===== src/design/ppt_pkg.sv =====
// Shared types and constants for the pointer packet tracker.
package ppt_pkg;

   // Reset values of the limit registers and the cursor home position.
   localparam logic [15:0] LIMIT_X_RESET = 16'd1024;
   localparam logic [15:0] LIMIT_Y_RESET = 16'd768;
   localparam logic [15:0] CURSOR_X_HOME = 16'd320;
   localparam logic [15:0] CURSOR_Y_HOME = 16'd240;

   // Full-scale absolute coordinate and twice that, for the reciprocal fix-up.
   localparam logic [16:0] FULL_SCALE   = 17'd65535;
   localparam logic [16:0] FULL_SCALE_2 = 17'd131070;

   // Controller status and byte packet bits.
   localparam int STAT_DATA_BIT = 0;
   localparam int STAT_AUX_BIT  = 5;
   localparam int SYNC_BIT      = 3;

   // Absolute-pointer packet flag bits.
   localparam int FLAG_REL_BIT   = 16;
   localparam int FLAG_LEFT_BIT  = 5;
   localparam int FLAG_RIGHT_BIT = 4;
   localparam int FLAG_MID_BIT   = 3;

   typedef enum logic [1:0] {
      SRC_BYTE = 2'd0,
      SRC_REL  = 2'd1,
      SRC_ABS  = 2'd2
   } source_type;

   typedef enum logic [1:0] {
      CSR_LIMIT_X  = 2'd0,
      CSR_LIMIT_Y  = 2'd1,
      CSR_ABS_MODE = 2'd2
   } csr_index_type;

   // Position within a three-byte packet.
   typedef enum logic [1:0] {
      SLOT_HEAD = 2'd0,
      SLOT_DX   = 2'd1,
      SLOT_DY   = 2'd2
   } slot_type;

   typedef struct packed {
      logic [15:0] x;
      logic [15:0] y;
   } limits_type;

   // Decoded event, after the first register.
   typedef struct packed {
      source_type         source;
      logic [2:0]         buttons;
      logic signed [32:0] dx;
      logic signed [32:0] dy;
      logic [31:0]        prod_x;
      logic [31:0]        prod_y;
      logic               sat_x;
      logic               sat_y;
   } ev1_type;

   // Event ready for the cursor stage: either a move or an absolute target.
   typedef struct packed {
      logic               use_abs;
      source_type         source;
      logic [2:0]         buttons;
      logic signed [32:0] dx;
      logic signed [32:0] dy;
   } ev2_type;

endpackage


===== src/design/pointer_packet_tracker.sv =====
// Pointer packet tracker: cursor tracking from byte packets and absolute-pointer packets.
//
// Takes one request transaction per cycle while req_stall is low and gives at most one response
// transaction for it. The path is three register stages: decode (byte assembly, packet flags
// and the 16x16 coordinate multiply), scale (division by full scale as a shift-and-add with
// a small fix-up) and the cursor stage (add, clamp to the limit, event count), which also
// holds the response. Each stage moves on when the stage after it is empty or moving, so a
// waiting response does not stop earlier stages from filling. Requests that cause no event
// leave no bubble behind. Limits and mode are to be written through the csr port only while
// the block is idle; the block itself does not enforce this.

module pointer_packet_tracker #(
   parameter int POS_WIDTH = 16
) (
   input  logic               clock,
   input  logic               reset,
   // request channel
   input  logic               req_valid,
   output logic               req_stall,
   input  logic               req_op,
   input  logic [7:0]         req_ctrl_status,
   input  logic [7:0]         req_rx_byte,
   input  logic [31:0]        req_vm_flags,
   input  logic [31:0]        req_vm_x,
   input  logic [31:0]        req_vm_y,
   // response channel
   output logic               rsp_valid,
   input  logic               rsp_stall,
   output logic [15:0]        rsp_pos_x,
   output logic [15:0]        rsp_pos_y,
   output logic signed [16:0] rsp_move_x,
   output logic signed [16:0] rsp_move_y,
   output logic [2:0]         rsp_button_bits,
   output logic [31:0]        rsp_event_number,
   output logic [1:0]         rsp_source,
   // configuration
   input  logic               csr_wr_en,
   input  logic [1:0]         csr_index,
   input  logic [15:0]        csr_wdata
);

   // Largest position the cursor may hold; limits above it are cut down.
   localparam logic [15:0] LIM_CAP = (POS_WIDTH >= 16) ? 16'hffff :
                                     16'((32'd1 << POS_WIDTH) - 32'd1);
   localparam logic [15:0] LIM_X_RST = (ppt_pkg::LIMIT_X_RESET > LIM_CAP) ?
                                       LIM_CAP : ppt_pkg::LIMIT_X_RESET;
   localparam logic [15:0] LIM_Y_RST = (ppt_pkg::LIMIT_Y_RESET > LIM_CAP) ?
                                       LIM_CAP : ppt_pkg::LIMIT_Y_RESET;
   localparam logic [15:0] CUR_X_RST = (ppt_pkg::CURSOR_X_HOME > LIM_X_RST) ?
                                       LIM_X_RST : ppt_pkg::CURSOR_X_HOME;
   localparam logic [15:0] CUR_Y_RST = (ppt_pkg::CURSOR_Y_HOME > LIM_Y_RST) ?
                                       LIM_Y_RST : ppt_pkg::CURSOR_Y_HOME;

   logic [15:0]         limit_x_ff, limit_y_ff;
   logic                abs_mode_ff;
   ppt_pkg::limits_type limits;

   logic                ev1_valid, ev2_valid;
   ppt_pkg::ev1_type    ev1;
   ppt_pkg::ev2_type    ev2;
   logic                adv_cursor, adv_scale, adv_decode;
   logic                accept;

   // Config registers
   always_ff @(posedge clock) begin
      if (reset) begin
         limit_x_ff  <= ppt_pkg::LIMIT_X_RESET;
         limit_y_ff  <= ppt_pkg::LIMIT_Y_RESET;
         abs_mode_ff <= 1'b0;
      end else if (csr_wr_en) begin
         unique case (csr_index)
            ppt_pkg::CSR_LIMIT_X:  limit_x_ff  <= csr_wdata;
            ppt_pkg::CSR_LIMIT_Y:  limit_y_ff  <= csr_wdata;
            ppt_pkg::CSR_ABS_MODE: abs_mode_ff <= csr_wdata[0];
            default: ;
         endcase
      end
   end

   // Effective limits, capped to the position width
   assign limits = {((limit_x_ff > LIM_CAP) ? LIM_CAP : limit_x_ff),
                    ((limit_y_ff > LIM_CAP) ? LIM_CAP : limit_y_ff)};

   // Flow control: a stage loads when it is empty or its contents move on
   assign adv_cursor = !rsp_valid || !rsp_stall;
   assign adv_scale  = !ev2_valid || adv_cursor;
   assign adv_decode = !ev1_valid || adv_scale;
   assign req_stall  = !adv_decode;
   assign accept     = req_valid && adv_decode;

   ppt_decode u_decode (
      .clock           (clock),
      .reset           (reset),
      .accept          (accept),
      .advance         (adv_decode),
      .abs_mode        (abs_mode_ff),
      .limits          (limits),
      .req_op          (req_op),
      .req_ctrl_status (req_ctrl_status),
      .req_rx_byte     (req_rx_byte),
      .req_vm_flags    (req_vm_flags),
      .req_vm_x        (req_vm_x),
      .req_vm_y        (req_vm_y),
      .ev1_valid       (ev1_valid),
      .ev1             (ev1)
   );

   ppt_scale u_scale (
      .clock     (clock),
      .reset     (reset),
      .advance   (adv_scale),
      .limits    (limits),
      .ev1_valid (ev1_valid),
      .ev1       (ev1),
      .ev2_valid (ev2_valid),
      .ev2       (ev2)
   );

   ppt_cursor #(
      .CURSOR_X_RESET (CUR_X_RST),
      .CURSOR_Y_RESET (CUR_Y_RST)
   ) u_cursor (
      .clock            (clock),
      .reset            (reset),
      .load             (adv_cursor),
      .limits           (limits),
      .ev2_valid        (ev2_valid),
      .ev2              (ev2),
      .rsp_valid        (rsp_valid),
      .rsp_pos_x        (rsp_pos_x),
      .rsp_pos_y        (rsp_pos_y),
      .rsp_move_x       (rsp_move_x),
      .rsp_move_y       (rsp_move_y),
      .rsp_button_bits  (rsp_button_bits),
      .rsp_event_number (rsp_event_number),
      .rsp_source       (rsp_source)
   );

endmodule


===== src/design/ppt_decode.sv =====
// Byte packet assembly, packet flag decode and absolute-coordinate multiply.
module ppt_decode (
   input  logic                clock,
   input  logic                reset,
   input  logic                accept,
   input  logic                advance,
   input  logic                abs_mode,
   input  ppt_pkg::limits_type limits,
   input  logic                req_op,
   input  logic [7:0]          req_ctrl_status,
   input  logic [7:0]          req_rx_byte,
   input  logic [31:0]         req_vm_flags,
   input  logic [31:0]         req_vm_x,
   input  logic [31:0]         req_vm_y,
   output logic                ev1_valid,
   output ppt_pkg::ev1_type    ev1
);

   ppt_pkg::slot_type slot_ff, slot_in;
   logic [7:0]        first_byte_ff, first_byte_in;
   logic [7:0]        second_byte_ff, second_byte_in;
   logic              ev1_valid_ff;
   ppt_pkg::ev1_type  ev1_ff, ev1_in;
   logic              hit;
   logic              byte_ok;

   assign byte_ok = !req_op && req_ctrl_status[ppt_pkg::STAT_DATA_BIT]
                    && req_ctrl_status[ppt_pkg::STAT_AUX_BIT] && !abs_mode;

   always_comb begin
      slot_in        = slot_ff;
      first_byte_in  = first_byte_ff;
      second_byte_in = second_byte_ff;
      hit            = 1'b0;
      ev1_in         = '0;
      ev1_in.prod_x  = 32'(req_vm_x[15:0]) * 32'(limits.x);
      ev1_in.prod_y  = 32'(req_vm_y[15:0]) * 32'(limits.y);
      ev1_in.sat_x   = |req_vm_x[31:16];
      ev1_in.sat_y   = |req_vm_y[31:16];
      if (byte_ok) begin
         unique case (slot_ff)
            ppt_pkg::SLOT_HEAD: begin
               // drop bytes until one carries the sync bit
               if (req_rx_byte[ppt_pkg::SYNC_BIT]) begin
                  first_byte_in = req_rx_byte;
                  slot_in       = ppt_pkg::SLOT_DX;
               end
            end
            ppt_pkg::SLOT_DX: begin
               second_byte_in = req_rx_byte;
               slot_in        = ppt_pkg::SLOT_DY;
            end
            default: begin
               slot_in        = ppt_pkg::SLOT_HEAD;
               hit            = 1'b1;
               ev1_in.source  = ppt_pkg::SRC_BYTE;
               ev1_in.buttons = first_byte_ff[2:0];
               ev1_in.dx      = $signed({{25{second_byte_ff[7]}}, second_byte_ff});
               ev1_in.dy      = 33'sd0 - $signed({{25{req_rx_byte[7]}}, req_rx_byte});
            end
         endcase
      end else if (req_op && abs_mode) begin
         hit            = 1'b1;
         ev1_in.buttons = {req_vm_flags[ppt_pkg::FLAG_MID_BIT],
                           req_vm_flags[ppt_pkg::FLAG_RIGHT_BIT],
                           req_vm_flags[ppt_pkg::FLAG_LEFT_BIT]};
         if (req_vm_flags[ppt_pkg::FLAG_REL_BIT]) begin
            ev1_in.source = ppt_pkg::SRC_REL;
            ev1_in.dx     = $signed({req_vm_x[31], req_vm_x});
            ev1_in.dy     = 33'sd0 - $signed({req_vm_y[31], req_vm_y});
         end else begin
            ev1_in.source = ppt_pkg::SRC_ABS;
         end
      end
   end

   always_ff @(posedge clock) begin
      if (reset) begin
         slot_ff        <= ppt_pkg::SLOT_HEAD;
         first_byte_ff  <= 8'd0;
         second_byte_ff <= 8'd0;
         ev1_valid_ff   <= 1'b0;
      end else begin
         if (accept) begin
            slot_ff        <= slot_in;
            first_byte_ff  <= first_byte_in;
            second_byte_ff <= second_byte_in;
         end
         if (advance) begin
            ev1_valid_ff <= accept && hit;
         end
      end
   end

   always_ff @(posedge clock) begin
      if (advance) begin
         ev1_ff <= ev1_in;
      end
   end

   assign ev1_valid = ev1_valid_ff;
   assign ev1       = ev1_ff;

endmodule


===== src/design/ppt_scale.sv =====
// Division of the absolute-coordinate product by full scale, with saturation.
module ppt_scale (
   input  logic                clock,
   input  logic                reset,
   input  logic                advance,
   input  ppt_pkg::limits_type limits,
   input  logic                ev1_valid,
   input  ppt_pkg::ev1_type    ev1,
   output logic                ev2_valid,
   output ppt_pkg::ev2_type    ev2
);

   logic             ev2_valid_ff;
   ppt_pkg::ev2_type ev2_ff, ev2_in;
   logic [15:0]      abs_x, abs_y;

   // p / 65535 = hi + (hi + lo) / 65535, where the second term is 0, 1 or 2
   function automatic logic [15:0] div_full(input logic [31:0] prod);
      logic [16:0] t;
      logic [16:0] q;
      t = {1'b0, prod[31:16]} + {1'b0, prod[15:0]};
      q = {1'b0, prod[31:16]};
      if (t >= ppt_pkg::FULL_SCALE_2) begin
         q = q + 17'd2;
      end else if (t >= ppt_pkg::FULL_SCALE) begin
         q = q + 17'd1;
      end
      return q[15:0];
   endfunction

   // a coordinate above full scale lands on the limit
   assign abs_x = ev1.sat_x ? limits.x : div_full(ev1.prod_x);
   assign abs_y = ev1.sat_y ? limits.y : div_full(ev1.prod_y);

   always_comb begin
      ev2_in         = '0;
      ev2_in.source  = ev1.source;
      ev2_in.buttons = ev1.buttons;
      ev2_in.use_abs = (ev1.source == ppt_pkg::SRC_ABS);
      if (ev1.source == ppt_pkg::SRC_ABS) begin
         ev2_in.dx = $signed({17'd0, abs_x});
         ev2_in.dy = $signed({17'd0, abs_y});
      end else begin
         ev2_in.dx = ev1.dx;
         ev2_in.dy = ev1.dy;
      end
   end

   always_ff @(posedge clock) begin
      if (reset) begin
         ev2_valid_ff <= 1'b0;
      end else if (advance) begin
         ev2_valid_ff <= ev1_valid;
      end
   end

   always_ff @(posedge clock) begin
      if (advance) begin
         ev2_ff <= ev2_in;
      end
   end

   assign ev2_valid = ev2_valid_ff;
   assign ev2       = ev2_ff;

endmodule


===== src/design/ppt_cursor.sv =====
// Cursor state, clamping, event count and the result register.
module ppt_cursor #(
   parameter logic [15:0] CURSOR_X_RESET = 16'd320,
   parameter logic [15:0] CURSOR_Y_RESET = 16'd240
) (
   input  logic                clock,
   input  logic                reset,
   input  logic                load,
   input  ppt_pkg::limits_type limits,
   input  logic                ev2_valid,
   input  ppt_pkg::ev2_type    ev2,
   output logic                rsp_valid,
   output logic [15:0]         rsp_pos_x,
   output logic [15:0]         rsp_pos_y,
   output logic signed [16:0]  rsp_move_x,
   output logic signed [16:0]  rsp_move_y,
   output logic [2:0]          rsp_button_bits,
   output logic [31:0]         rsp_event_number,
   output logic [1:0]          rsp_source
);

   logic [15:0]        cursor_x_ff, cursor_y_ff;
   logic [31:0]        event_total_ff, event_total_in;
   logic [15:0]        new_x, new_y;
   logic               rsp_valid_ff;
   logic [15:0]        pos_x_ff, pos_y_ff;
   logic signed [16:0] move_x_ff, move_y_ff;
   logic [2:0]         buttons_ff;
   logic [1:0]         source_ff;
   logic               step;

   function automatic logic [15:0] clamp(input logic [15:0] base,
                                         input logic signed [32:0] delta,
                                         input logic [15:0] lim);
      logic signed [33:0] sum;
      sum = $signed({18'd0, base}) + $signed({delta[32], delta});
      if (sum[33]) begin
         return 16'd0;
      end else if (sum > $signed({18'd0, lim})) begin
         return lim;
      end
      return sum[15:0];
   endfunction

   assign step           = load && ev2_valid;
   assign new_x          = clamp(ev2.use_abs ? 16'd0 : cursor_x_ff, ev2.dx, limits.x);
   assign new_y          = clamp(ev2.use_abs ? 16'd0 : cursor_y_ff, ev2.dy, limits.y);
   assign event_total_in = event_total_ff + 32'd1;

   always_ff @(posedge clock) begin
      if (reset) begin
         cursor_x_ff    <= CURSOR_X_RESET;
         cursor_y_ff    <= CURSOR_Y_RESET;
         event_total_ff <= 32'd0;
         rsp_valid_ff   <= 1'b0;
      end else begin
         if (step) begin
            cursor_x_ff    <= new_x;
            cursor_y_ff    <= new_y;
            event_total_ff <= event_total_in;
         end
         if (load) begin
            rsp_valid_ff <= ev2_valid;
         end
      end
   end

   always_ff @(posedge clock) begin
      if (step) begin
         pos_x_ff   <= new_x;
         pos_y_ff   <= new_y;
         move_x_ff  <= $signed({1'b0, new_x} - {1'b0, cursor_x_ff});
         move_y_ff  <= $signed({1'b0, new_y} - {1'b0, cursor_y_ff});
         buttons_ff <= ev2.buttons;
         source_ff  <= ev2.source;
      end
   end

   assign rsp_valid        = rsp_valid_ff;
   assign rsp_pos_x        = pos_x_ff;
   assign rsp_pos_y        = pos_y_ff;
   assign rsp_move_x       = move_x_ff;
   assign rsp_move_y       = move_y_ff;
   assign rsp_button_bits  = buttons_ff;
   assign rsp_event_number = event_total_ff;
   assign rsp_source       = source_ff;

endmodule


===== config.mk =====
export PLATFORM = sky130hd
export DESIGN_NAME = pointer_packet_tracker
export DESIGN_NICKNAME = d
export VERILOG_FILES = /design/src/design/ppt_pkg.sv /design/src/design/pointer_packet_tracker.sv /design/src/design/ppt_decode.sv /design/src/design/ppt_scale.sv /design/src/design/ppt_cursor.sv
export SDC_FILE = /design/constraint.sdc
export NUM_CORES = 2
export LEC_CHECK = 0
export BUFFER_PORTS_ARGS = -buffer_cell sky130_fd_sc_hd__clkbuf_2
export CORE_MARGIN = 2
export CORE_UTILIZATION = 45
export DETAILED_ROUTE_END_ITERATION = 6
export HOLD_SLACK_MARGIN = 0.1
export PLACE_DENSITY_LB_ADDON = 0.3
export SLEW_MARGIN = 0
export SYNTH_ARGS = -nofsm -noshare
export SYNTH_HDL_FRONTEND = slang
export SYNTH_SLANG_ARGS = --single-unit
export TNS_END_PERCENT = 10

===== constraint.sdc =====
create_clock -name clock -period 12.62 [get_ports clock]
set_input_delay 0.631 -clock clock [delete_from_list [all_inputs] [get_ports clock]]
set_output_delay 0.631 -clock clock [all_outputs]
set_load 0.005 [all_outputs]

==> impl_metrics.json <==
{
  "status": "completed",
  "syn_area_um2": 39400,
  "cts_tree": "yes",
  "whs_ns": 0.277,
  "synth-main-ff-cell": "edfxtp_1",
  "numCtsBuffers": 44,
  "worstRegToRegCells": 33,
  "postSynthNetCount": 5152,
  "synth_edf_count": 278,
  "min_path_cells": 3,
  "drtIter0Drc": 2123,
  "holdPathEnd": "limit_x_ff[12]",
  "grt_pass1_vias": 30150,
  "ff2ff_setup_slack_ns": 3.33,
  "insertion_delay_ns": 0.59,
  "drt-pass1-iter-count": 6,
  "post-route-min-period_ns": 9.29,
  "postSynthAreaPerCell_um2": 9.21,
  "initial_core_util_pct": 45.4,
  "cp-end-kind": "register",
  "async_flop_share_pct": 0,
  "hp-start": "csr_wdata[12]",
  "grt_use_total_pct": 23.1,
  "cts_max_path_buffers": 3,
  "synth-seq-area-share_pct": 26.9,
  "ant_nets": 0,
  "fmax_mhz": 108,
  "cp-start-kind": "register",
  "critPathBufInv": 2,
  "path_clk_slew_ns": 0.07,
  "dp_hpwl_mm": 79.3,
  "setup_viol": 0,
  "mostFrequentLayoutCells": "inv_1 (575), nand2_1 (569), fa_1 (394), ha_1 (343), edfxtp_1 (278)",
  "crit_required_ns": 13.05,
  "finalClockSkew_ns": 0.0300,
  "place.gp.congestion": 0.902,
  "cp_top_family": "compound AO/OA/AOI/OAI gates",
  "slowest_stage": "edfxtp_1",
  "layout_commonest_cell": "inv_1",
  "hold_class": "primary input to register",
  "drcViolationCount": 0,
  "grt_setup_unrepaired": "false",
  "pwr_density_cell_nw_per_um2": 109,
  "critPathKind": "register to register",
  "area_delta_synth_final_pct": 8.97,
  "cts_setup_buffers": 0,
  "via_count": 30478,
  "routed_wl_mm": 104,
  "die_w_um": 300,
  "yosysWarnings": 0,
  "cp.arrival_ns": 9.72,
  "maxCapViolations": 0,
  "vias_per_cell": 5.48,
  "grt_pass1_wl_mm": 165,
  "fp.coreArea_um2": 86800,
  "nets": 5232,
  "slowest_delay_ns": 1.12,
  "setup_tns_ns": 0,
  "synth_top_area_share_pct": 21.2,
  "timing_max_transition_violations_final": 0,
  "num_rows": 108,
  "cts_resized": 0,
  "cts_root_buffer": "clkbuf_16",
  "peakVddDrop_mv": 0.117,
  "finalCritPeriodShare_pct": 73.6,
  "die_area_um2": 90000,
  "syn_inst": 4279,
  "port_buffers": 206,
  "cts_sinks": 391,
  "grt_max_degree": 140,
  "hold_viol_final": 0,
  "worst_pin_slew_ns": 1.22,
  "gr-total-overflow": 0,
  "r2r-start": "u_scale.ev2[71]",
  "die_h_um": 300,
  "ys_seq_elements": 391,
  "leakage_nw": 20.4,
  "antenna_found_initial": 18,
  "h-tree-depth": 2,
  "ios": 241,
  "cts_hold_buf": 0,
  "drive_gt1_share_pct": 8.26,
  "netlist_top_cells_area": "edfxtp_1 (21%), fa_1 (20%), ha_1 (11%), dfxtp_1 (5.7%), inv_1 (5.5%)",
  "crit_start": "u_scale.ev2[71]",
  "reg2reg_to": "u_cursor.rsp_move_x[16]",
  "cpMostUsedCell": "a21oi_1",
  "wire_per_inst_um": 18.6,
  "cp_max_fo": 32,
  "synthDistinctLibCells": 90,
  "max_slew_margin_pct": 18.9,
  "yosysTopAreaCell": "edfxtp_1"
}
-- report_power, final --
part | internal [mW] | switching (mW) | total, mW
Sequential | 1.49 | 0.127 | 1.61
Combinational | 0.677 | 0.960 | 1.64
Clock | 0.841 | 0.569 | 1.41
Total | 3.01 | 1.66 | 4.66
-- how the worst max path moves through the flow --
| stage | end | slack [ns] | cells after the start |
|---|---|---|---|
| 2_1_floorplan | u_cursor.rsp_move_y[14] | 5.45 | 34 |
| 3_3_place_gp | u_cursor.rsp_move_x[16] | 3.51 | 33 |
| 3_5_place_dp | u_cursor.rsp_move_x[16] | 3.46 | 33 |
| 4_1_cts | u_cursor.rsp_move_x[16] | 3.37 | 33 |
| 5_1_grt | u_cursor.rsp_move_x[16] | 2.66 | 33 |
| 6_report | u_cursor.rsp_move_x[16] | 3.33 | 33 |
-- worst min-delay path, stage by stage --
cell and delay (ns):
clkbuf_2 0.09, nand2_1 0.05, a21oi_1 0.05
-- cell usage after synthesis, types with 7 or more instances --
library cell	count
fa_1	394
xnor2_1	109
nor4_1	23
a311oi_1	17
or3_1	11
clkbuf_1	179
and3_1	63
a22o_1	14
o311ai_0	9
a21oi_1	215
or4_1	11
a21boi_0	11
buf_1	9
nor2b_1	21
o22ai_1	8
nand2_1	569
nand4_1	26
o2111ai_1	9
a211o_1	9
a31oi_1	16
nor3_1	68
a21o_1	79
o21a_1	42
o21bai_1	20
and4_1	10
dfxtp_1	113
a211oi_1	44
nor2_1	235
and2_1	225
o31ai_1	15
o211ai_1	11
xor2_1	85
o21ai_0	134
edfxtp_1	278
or2_2	9
nand3_1	85
mux2i_1	29
buf_2	7
o211a_1	7
mux2_2	16
ha_1	343
inv_1	575
nand2b_1	25
a221oi_1	8
-- layer usage --
metal	global-route usage (%)	wire length, um
met3	5.44	8320
met5	0	121
met4	6.23	2570
met1	31.1	45300
met2	37.4	47300
-- state kept, by name, summed over array words and instances (netlist names), 3 cells and up --
signal and flops:
u_cursor.rsp_event_number 32, u_cursor.rsp_move_y 17, u_decode.ev1 136, u_cursor.rsp_pos_x 16, u_cursor.cursor_y_ff 16, limit_x_ff 16
u_cursor.cursor_x_ff 16, u_decode.first_byte_ff 3, u_cursor.rsp_move_x 17, u_cursor.rsp_button_bits 3, u_cursor.rsp_pos_y 16, limit_y_ff 16
u_decode.second_byte_ff 8, u_scale.ev2 71
-- stage by stage --
| stage | power [mW] | utilization (%) | cell area, um^2 | std cells | setup WS, ns |
|---|---|---|---|---|---|
| 4_1_cts | 4.68 | 49.5 | 42900 | 5550 | 3.37 |
| 6_report | 4.66 | 49.5 | 42900 | 5557 | 3.33 |
| 3_3_place_gp | 3.24 | 47.7 | 41300 | 5468 | 3.51 |
| 2_1_floorplan | 2.83 | - | 39400 | 4279 | 5.45 |
| 5_1_grt | 4.96 | 49.5 | 42900 | 5550 | 2.66 |
| 3_5_place_dp | 3.25 | 47.7 | 41300 | 5468 | 3.46 |
-- final cells by class --
cell class,count,area (um^2)
Clock inverter,28,405
Multi-Input combinational cell,3111,25900
Sequential cell,391,10600
Fill cell,8093,43800
Antenna cell,7,17.5
Tap cell,1155,1450
Timing Repair Buffer,233,1250
Inverter,578,2170
Clock buffer,54,1180
-- cell families (layout without fill, tap and decap cells) --
| logic type | after synthesis | count (layout) | synth area share [%] |
|---|---|---|---|
| simple gates | 1417 | 1417 | 17.2 |
| other cells | 0 | 7 | 0 |
| compound gates | 717 | 717 | 11.9 |
| mux | 46 | 46 | 1.23 |
| fa+ha+maj | 737 | 737 | 30.9 |
| buf+inv | 777 | 893 | 7.49 |
| flops | 391 | 391 | 26.9 |
| xor+xnor | 194 | 194 | 4.31 |
Note: power is estimated with default switching activity, not from simulation.
